$ cat src/hdl/pfc_pkg.sv
// pixel format converter: format codes, format descriptors and shared types
package pfc_pkg;

    localparam logic [7:0] FMT_RGB888   = 8'd20;
    localparam logic [7:0] FMT_ARGB8888 = 8'd21;
    localparam logic [7:0] FMT_XRGB8888 = 8'd22;
    localparam logic [7:0] FMT_RGB565   = 8'd23;
    localparam logic [7:0] FMT_XRGB1555 = 8'd24;
    localparam logic [7:0] FMT_ARGB1555 = 8'd25;
    localparam logic [7:0] FMT_ARGB4444 = 8'd26;

    localparam logic [1:0] CFG_SOURCE_FORMAT = 2'd0;
    localparam logic [1:0] CFG_OUTPUT_FORMAT = 2'd1;

    localparam int NUM_CHAN   = 4;     // red, green, blue, alpha
    localparam int RECIP_BITS = 24;
    localparam int RECIP_W    = RECIP_BITS + 1;
    localparam int X_W        = 17;    // v*dmax + smax/2 fits here

    // ceil(2^24 / d): exact quotient for any numerator below 2^16 and d below 2^8
    localparam logic [RECIP_W-1:0] RECIP_1   = RECIP_W'((2**RECIP_BITS + 1 - 1) / 1);
    localparam logic [RECIP_W-1:0] RECIP_15  = RECIP_W'((2**RECIP_BITS + 15 - 1) / 15);
    localparam logic [RECIP_W-1:0] RECIP_31  = RECIP_W'((2**RECIP_BITS + 31 - 1) / 31);
    localparam logic [RECIP_W-1:0] RECIP_63  = RECIP_W'((2**RECIP_BITS + 63 - 1) / 63);
    localparam logic [RECIP_W-1:0] RECIP_255 = RECIP_W'((2**RECIP_BITS + 255 - 1) / 255);

    // channel order in the arrays: 0 red, 1 green, 2 blue, 3 alpha
    typedef struct packed {
        logic [2:0]                    bytes;
        logic [NUM_CHAN-1:0][7:0]      cmax;
        logic [NUM_CHAN-1:0][4:0]      csh;
    } t_fmt_desc;

    typedef struct packed {
        logic s2;
        logic s3;
    } t_pipe_en;

    function automatic t_fmt_desc fmt_lookup(input logic [7:0] code);
        t_fmt_desc d;
        d = '0;
        case (code)
            FMT_RGB888: begin
                d.bytes = 3'd3;
                d.cmax  = {8'd0, 8'd255, 8'd255, 8'd255};
                d.csh   = {5'd0, 5'd0, 5'd8, 5'd16};
            end
            FMT_ARGB8888: begin
                d.bytes = 3'd4;
                d.cmax  = {8'd255, 8'd255, 8'd255, 8'd255};
                d.csh   = {5'd24, 5'd0, 5'd8, 5'd16};
            end
            FMT_XRGB8888: begin
                d.bytes = 3'd4;
                d.cmax  = {8'd0, 8'd255, 8'd255, 8'd255};
                d.csh   = {5'd0, 5'd0, 5'd8, 5'd16};
            end
            FMT_RGB565: begin
                d.bytes = 3'd2;
                d.cmax  = {8'd0, 8'd31, 8'd63, 8'd31};
                d.csh   = {5'd0, 5'd0, 5'd5, 5'd11};
            end
            FMT_XRGB1555: begin
                d.bytes = 3'd2;
                d.cmax  = {8'd0, 8'd31, 8'd31, 8'd31};
                d.csh   = {5'd0, 5'd0, 5'd5, 5'd10};
            end
            FMT_ARGB1555: begin
                d.bytes = 3'd2;
                d.cmax  = {8'd1, 8'd31, 8'd31, 8'd31};
                d.csh   = {5'd15, 5'd0, 5'd5, 5'd10};
            end
            FMT_ARGB4444: begin
                d.bytes = 3'd2;
                d.cmax  = {8'd15, 8'd15, 8'd15, 8'd15};
                d.csh   = {5'd12, 5'd0, 5'd4, 5'd8};
            end
            default: d = '0;
        endcase
        return d;
    endfunction

    function automatic logic fmt_valid(input logic [7:0] code);
        return (code >= FMT_RGB888) && (code <= FMT_ARGB4444);
    endfunction

    function automatic logic [31:0] byte_mask(input logic [2:0] bytes);
        logic [31:0] m;
        case (bytes)
            3'd2:    m = 32'h0000_FFFF;
            3'd3:    m = 32'h00FF_FFFF;
            3'd4:    m = 32'hFFFF_FFFF;
            default: m = 32'h0000_0000;
        endcase
        return m;
    endfunction

    function automatic logic [RECIP_W-1:0] recip(input logic [7:0] smax);
        logic [RECIP_W-1:0] r;
        case (smax)
            8'd1:    r = RECIP_1;
            8'd15:   r = RECIP_15;
            8'd31:   r = RECIP_31;
            8'd63:   r = RECIP_63;
            8'd255:  r = RECIP_255;
            default: r = '0;
        endcase
        return r;
    endfunction

endpackage

$ cat src/hdl/pfc_rescale.sv
// one channel rescale: multiply-add stage, then reciprocal multiply stage
module pfc_rescale (
    input  logic              i_clk,
    input  pfc_pkg::t_pipe_en i_en,
    input  logic [7:0]        i_v,
    input  logic [7:0]        i_smax,
    input  logic [7:0]        i_dmax,
    output logic [7:0]        o_q
);
    import pfc_pkg::*;

    logic [X_W-1:0]         r_x;
    logic [X_W-1:0]         n_x;
    logic [7:0]             r_q;
    logic [7:0]             n_q;
    logic [X_W+RECIP_W-1:0] w_prod;

    assign n_x    = X_W'(i_v) * X_W'(i_dmax) + X_W'(i_smax >> 1);
    assign w_prod = (X_W+RECIP_W)'(r_x) * (X_W+RECIP_W)'(recip(i_smax));

    // a channel missing in the source takes the output's full scale
    assign n_q = (i_smax == 8'd0) ? i_dmax : w_prod[RECIP_BITS +: 8];

    always_ff @(posedge i_clk) begin
        if (i_en.s2) begin
            r_x <= n_x;
        end
        if (i_en.s3) begin
            r_q <= n_q;
        end
    end

    assign o_q = r_q;

endmodule

$ cat src/hdl/pixel_format_converter.sv
// pixel format converter top level: config registers, stream pipeline, packing
// pipeline: input transaction to output valid through extract, multiply-add,
//   reciprocal multiply, and pack into the output register
// throughput: one pixel per cycle unless the output stalls; each stage holds when the
//   stage after it is full and stalled, so bubbles are squeezed out under backpressure
// reset: synchronous active low; clears all valid bits and sets both formats to ARGB8888
module pixel_format_converter (
    input  logic        i_clk,
    input  logic        i_rst_n,
    // config write channel
    input  logic        i_cfg_valid,
    output logic        o_cfg_ready,
    input  logic [1:0]  i_cfg_index,
    input  logic [7:0]  i_cfg_data,
    // input stream
    input  logic        i_s_axis_tvalid,
    output logic        o_s_axis_tready,
    input  logic [31:0] i_s_axis_tdata,   // [31:0] source_pixel
    input  logic        i_s_axis_tlast,   // end_of_run
    // output stream
    output logic        o_m_axis_tvalid,
    input  logic        i_m_axis_tready,
    output logic [31:0] o_m_axis_tdata,   // [31:0] result_pixel
    output logic [3:0]  o_m_axis_tuser,   // [2:0] result_bytes, [3] format_error
    output logic        o_m_axis_tlast    // last_result
);
    import pfc_pkg::*;

    logic [7:0] r_src_fmt;
    logic [7:0] r_dst_fmt;

    t_fmt_desc  w_src;
    t_fmt_desc  w_dst;
    logic       w_err;
    logic       w_same;

    logic       r_v1, r_v2, r_v3, r_v4;
    logic       w_en1, w_en2, w_en3, w_en4;
    t_pipe_en   w_en;

    logic [31:0] r1_pix, r2_pix, r3_pix;
    logic        r1_last, r2_last, r3_last;
    logic [NUM_CHAN-1:0][7:0] r1_v;
    logic [NUM_CHAN-1:0][7:0] n1_v;
    logic [NUM_CHAN-1:0][7:0] w_q;
    logic [31:0] n1_pix;

    logic [31:0] r_result;
    logic [31:0] n_result;
    logic [31:0] w_packed;
    logic [2:0]  r_bytes;
    logic        r_err;
    logic        r_last;

    // config registers
    assign o_cfg_ready = 1'b1;

    always_ff @(posedge i_clk) begin
        if (!i_rst_n) begin
            r_src_fmt <= FMT_ARGB8888;
            r_dst_fmt <= FMT_ARGB8888;
        end else if (i_cfg_valid) begin
            case (i_cfg_index)
                CFG_SOURCE_FORMAT: r_src_fmt <= i_cfg_data;
                CFG_OUTPUT_FORMAT: r_dst_fmt <= i_cfg_data;
                default: ;
            endcase
        end
    end

    // the user must change formats only while the pipeline is empty; the block does not enforce it
    assign w_src  = fmt_lookup(r_src_fmt);
    assign w_dst  = fmt_lookup(r_dst_fmt);
    assign w_err  = !fmt_valid(r_src_fmt) || !fmt_valid(r_dst_fmt);
    assign w_same = (r_src_fmt == r_dst_fmt);

    // stage enables: a stage moves when it is empty or the next one moves
    assign w_en4 = !r_v4 || i_m_axis_tready;
    assign w_en3 = !r_v3 || w_en4;
    assign w_en2 = !r_v2 || w_en3;
    assign w_en1 = !r_v1 || w_en2;
    assign w_en  = '{s2: w_en2, s3: w_en3};

    assign o_s_axis_tready = w_en1;

    always_ff @(posedge i_clk) begin
        if (!i_rst_n) begin
            r_v1 <= 1'b0;
            r_v2 <= 1'b0;
            r_v3 <= 1'b0;
            r_v4 <= 1'b0;
        end else begin
            if (w_en1) r_v1 <= i_s_axis_tvalid;
            if (w_en2) r_v2 <= r_v1;
            if (w_en3) r_v3 <= r_v2;
            if (w_en4) r_v4 <= r_v3;
        end
    end

    // stage 1: cut to source bytes and extract channels
    assign n1_pix = i_s_axis_tdata & byte_mask(w_src.bytes);

    always_comb begin
        for (int c = 0; c < NUM_CHAN; c++) begin
            n1_v[c] = 8'(n1_pix >> w_src.csh[c]) & w_src.cmax[c];
        end
    end

    always_ff @(posedge i_clk) begin
        if (w_en1) begin
            r1_pix  <= n1_pix;
            r1_v    <= n1_v;
            r1_last <= i_s_axis_tlast;
        end
        if (w_en2) begin
            r2_pix  <= r1_pix;
            r2_last <= r1_last;
        end
        if (w_en3) begin
            r3_pix  <= r2_pix;
            r3_last <= r2_last;
        end
    end

    // stages 2 and 3: per-channel rescale
    for (genvar c = 0; c < NUM_CHAN; c++) begin : g_chan
        pfc_rescale u_rescale (
            .i_clk  (i_clk),
            .i_en   (w_en),
            .i_v    (r1_v[c]),
            .i_smax (w_src.cmax[c]),
            .i_dmax (w_dst.cmax[c]),
            .o_q    (w_q[c])
        );
    end

    // stage 4: pack into the output format, pass the pixel through if formats match, zero on error
    always_comb begin
        w_packed = '0;
        for (int c = 0; c < NUM_CHAN; c++) begin
            w_packed = w_packed | (32'(w_q[c]) << w_dst.csh[c]);
        end
        if (w_err) begin
            n_result = '0;
        end else if (w_same) begin
            n_result = r3_pix;
        end else begin
            n_result = w_packed & byte_mask(w_dst.bytes);
        end
    end

    always_ff @(posedge i_clk) begin
        if (w_en4) begin
            r_result <= n_result;
            r_bytes  <= w_err ? 3'd0 : w_dst.bytes;
            r_err    <= w_err;
            r_last   <= r3_last;
        end
    end

    assign o_m_axis_tvalid = r_v4;
    assign o_m_axis_tdata  = r_result;
    assign o_m_axis_tuser  = {r_err, r_bytes};
    assign o_m_axis_tlast  = r_last;

endmodule

$ cat config.mk
export PLATFORM = sky130hd
export DESIGN_NAME = pixel_format_converter
export DESIGN_NICKNAME = d
export VERILOG_FILES = /design/src/hdl/pfc_pkg.sv /design/src/hdl/pfc_rescale.sv /design/src/hdl/pixel_format_converter.sv
export SDC_FILE = /design/constraint.sdc
export NUM_CORES = 2
export LEC_CHECK = 0
export ABC_CLOCK_PERIOD_IN_PS = 9300
export BUFFER_PORTS_ARGS = -buffer_cell sky130_fd_sc_hd__buf_2
export CORE_MARGIN = 3
export CORE_UTILIZATION = 26
export DETAILED_ROUTE_END_ITERATION = 8
export GPL_ROUTABILITY_DRIVEN = 0
export PLACE_DENSITY = 0.39
export SLEW_MARGIN = 20
export SYNTH_ARGS = -nofsm -noshare
export SYNTH_HDL_FRONTEND = slang
export SYNTH_SLANG_ARGS = --single-unit
$ cat constraint.sdc
create_clock -name i_clk -period 9.3 [get_ports i_clk]
set_input_delay 0.93 -clock i_clk [delete_from_list [all_inputs] [get_ports i_clk]]
set_output_delay 0.93 -clock i_clk [all_outputs]
set_load 0.02 [all_outputs]
==> results by group <==
Synthesis
  – Register area share after synthesis: 21.3%
  – Yosys cell types: 80
  – Cell count after synthesis: 3803
  – Mapped Area: 39600 um^2
  – Most frequent cell after synthesis: inv_1
  – Number of flops mapped to enable cells by yosys: 268
  – Number of synthesized register bits: 288
  – Yosys top cell area share: 26.2%
  – Top cells by count, synth: 902 x inv_1, 745 x ha_1, 518 x fa_1, 292 x and2_1, 268 x edfxtp_1
  – Ys async rst share: 0%
  – Synth Warn #: 0
  – Yosys top cell by area: fa_1
  – Syn_area_per_cell: 10.4 um^2
  – Ys flop type: edfxtp_1
  – Largest cells by area after synthesis: fa_1 26%, ha_1 24%, edfxtp_1 20%, inv_1 8.5%, and2_1 4.6%

STA
  – Final hold vios: 0
  – Min Tclk post-route: 8.18 ns
  – Fin crit share: 88.0%
  – RSZ-0062 raised after global routing: no
  – Worst rel slew slack: 29.1%
  – Fmax: 122 MHz
  – Final setup fails: 0
  – Worst slew pin tran: 1.05 ns
  – Final TNS setup: 0 ns
  – Hold_ws: 0.395 ns
  – Clk_skew: 0.0672 ns
  – Max-slew violations: 0

Critical path
  – Reg2Reg Depth: 27
  – RR Endpoint: g_chan[1].u_rescale.o_q[7]
  – Worst stage delay on the critical path: 0.61 ns
  – Critical Path Sink: g_chan[1].u_rescale.o_q[7]
  – Top Family by Delay on Critical Path: adder cells
  – Critical Path Start: r_src_fmt[7]
  – Critical setup path kind: reg -> reg
  – R2R Path Start: r_src_fmt[7]
  – Most used cell, CP: fa_1
  – Crit-path slowest cell: o31ai_1
  – CP arrival: 8.56 ns
  – WP buf/inv: 5
  – Startpoint Class: flip-flop
  – Worst endpoint required time: 9.68 ns
  – Flop2flop setup slack: 1.12 ns
  – WP depth: 27
  – Setup crit end kind: flip-flop
  – Critical path peak fanout: 28

Clock network
  – Number of buffers created by CTS: 40
  – Cts hold-fix bufs: 0
  – Root Buffer: clkbuf_16
  – Clk slew on worst S/H paths: 0.06 ns
  – H-tree levels: 2
  – Clock Sinks: 288
  – Longest Clk Path Bufs: 3
  – Clk Latency, worst-skew pair: 0.63 ns
  – Post-CTS sizing: 0
  – Postcts setup bufs: 0
  – CTS tree: yes

Global route
  – Met3 usage in global routing: 1.40%
  – Largest net degree at the start of global routing: 69
  – Total gr overflow: 0
  – Met2 usage: 25.9%
  – Overall routing resource usage: 15.0%
  – GRT Max-Usage Layer: met2
  – Vias in the first global route: 28177
  – M1 GR Usage: 20.6%
  – Global-route wire length before repair: 178000 um
  – Antenna violations before repair: 16

Pwr
  – Clk pwr share: 14.8%
  – Power Density: 257 nW/um^2
  – Leakage power: 23.1 nW
  – Total power: 11.3 mW
  – Switching pwr: 5.21 mW
  – Logic pwr share: 63.7%
  – Sequential power share: 21.5%
  – Peak VDD IR: 0.125 mV
  – Sw Ratio: 46.2%
  – Cell Int Power: 6.08 mW

Placement
  – IO buf count: 86
  – Dpl hpwl: 98000 um
  – Cell Area, Placed: 42500 um^2

Layout
  – Layout cells sized above 1: 6.16%
  – Synthesis-to-finish area growth: 10.9%
  – Final instance area: 43900 um^2
  – Nets: 5194

Route
  – Vias/cell: 4.30
  – Final WL: 115000 um
  – DRT Pass-1 Iters: 5
  – Drt wl/cell: 19.3 um
  – Initial DRC count: 1156
  – Drt drc: 0
  – Post-DRT Antenna Nets: 0
  – Via Count: 25520

Floorplan
  – IO Count: 88
  – Initial Utilization: 26.3%
  – Core area: 151000 um^2
  – # rows: 142
  – Die Ht: 396 um
  – Die Footprint: 157000 um^2
  – Overall die width: 396 um

Worst hold path
  – Min-Delay Path Class: reg -> reg
  – Worst Hold Launch: r1_pix[9]

Flow run
  – Max_cap viols: 0

Outcome
  – Status: finished clean
[power groups by stage]
stage          logic [mW]  registers, mW  clock network [mW]
2_1_floorplan        5.27           2.24                   0
3_3_place_gp         7.36           2.48                   0
3_5_place_dp         7.28           2.45                   0
4_1_cts              7.41           2.44                1.72
5_1_grt              8.48           2.47                1.78
6_report             7.19           2.43                1.67
[cell usage in the layout (no fill, tap or decap), types with 6 or more instances in the layout]
cell / instances
o21ai_1: 9
o21bai_1: 8
edfxtp_1: 268
o21ai_0: 93
xnor2_1: 74
a21o_1: 32
nor2_2: 10
or2_2: 12
diode_2: 8
clkinv_2: 8
a21oi_1: 89
o31ai_1: 6
buf_2: 86
a22oi_1: 14
buf_4: 34
o21a_1: 12
nand2_1: 142
clkbuf_1: 8
nand4_1: 11
nand3_1: 22
nor3_1: 33
nor2_1: 95
a211oi_1: 22
fa_1: 518
nor2b_1: 45
nand2b_1: 19
xor2_1: 24
ha_1: 745
mux2i_1: 21
clkbuf_16: 40
bufinv_16: 7
a221oi_1: 10
dfxtp_1: 20
and2_1: 292
inv_1: 900
and3_1: 64
a21boi_0: 11
[flip-flops by register name, indices dropped and copies added, names as in the netlist, 3 cells and up]
| signal | flops |
|---|---|
| r1_v | 32 |
| r1_pix | 32 |
| g_chan.u_rescale.r_x | 68 |
| r2_pix | 32 |
| r_dst_fmt | 8 |
| o_m_axis_tdata | 32 |
| r3_pix | 32 |
| r_bytes | 3 |
| g_chan.u_rescale.o_q | 32 |
| r_src_fmt | 8 |
[through the flow]
step                      util [%]  std cells  worst slack [ns]
after detailed placement      28.2       5857              1.02
after floorplan                  -       3805              2.13
after global placement        28.2       5857              1.11
final                         29.2       5938              1.12
after CTS                     29.1       5930             0.987
after global routing          29.2       5930             0.616
[worst min-delay path by stage]
| stage | endpoint | depth (start not counted) | slack [ns] |
|---|---|---|---|
| after floorplan | o_m_axis_tlast | 0 | 0.40 |
| after global placement | r3_last | 0 | 0.40 |
| after detailed placement | r2_pix[24] | 0 | 0.40 |
| after CTS | r2_pix[9] | 0 | 0.40 |
| after global routing | r2_pix[10] | 0 | 0.41 |
| final | r2_pix[9] | 0 | 0.39 |
[worst reg2reg max path, delay by kind of cell (launching register included)]
| family | cells | cell delay (ns) |
|---|---|---|
| adders and majority gates | 7 | 2.86 |
| DFF | 1 | 0.33 |
| buffers and inverters | 5 | 0.35 |
| xor gates and xnor gates | 1 | 0.22 |
| AOI/OAI and AO/OA | 8 | 1.87 |
| and+or+nand+nor | 6 | 2.32 |
[area by class of cell]
| class | count | area [um^2] |
|---|---|---|
| Clock inverter | 24 | 378 |
| Fill cell | 15976 | 107000 |
| Multi-Input combinational cell | 2527 | 27400 |
| Tap cell | 2016 | 2520 |
| Inverter | 906 | 3400 |
| Timing Repair Buffer | 120 | 686 |
| Sequential cell | 288 | 8450 |
| Clock buffer | 49 | 1040 |
| Antenna cell | 8 | 20.0 |
[metal layers]
| metal | routed length [um] | vias to the layer above | part of all wire, % |
|---|---|---|---|
| li1 | - | 12375 | - |
| met1 | 54200 | 12663 | 47 |
| met2 | 55200 | 378 | 48 |
| met3 | 3250 | 100 | 2.8 |
| met4 | 1840 | 4 | 1.6 |
| met5 | 23 | - | 0.020 |
[kinds of logic after synthesis]
family                     synth area share (%)
muxes                                     0.531
other                                    0.0190
DFF                                        21.3
xor gates and xnor gates                   2.35
AOI/OAI and AO/OA                          5.77
buffers and inverters                      9.53
and+or+nand+nor                            10.8
adders and majority gates                  49.7
No activity file was read; power rests on OpenSTA's default activity.
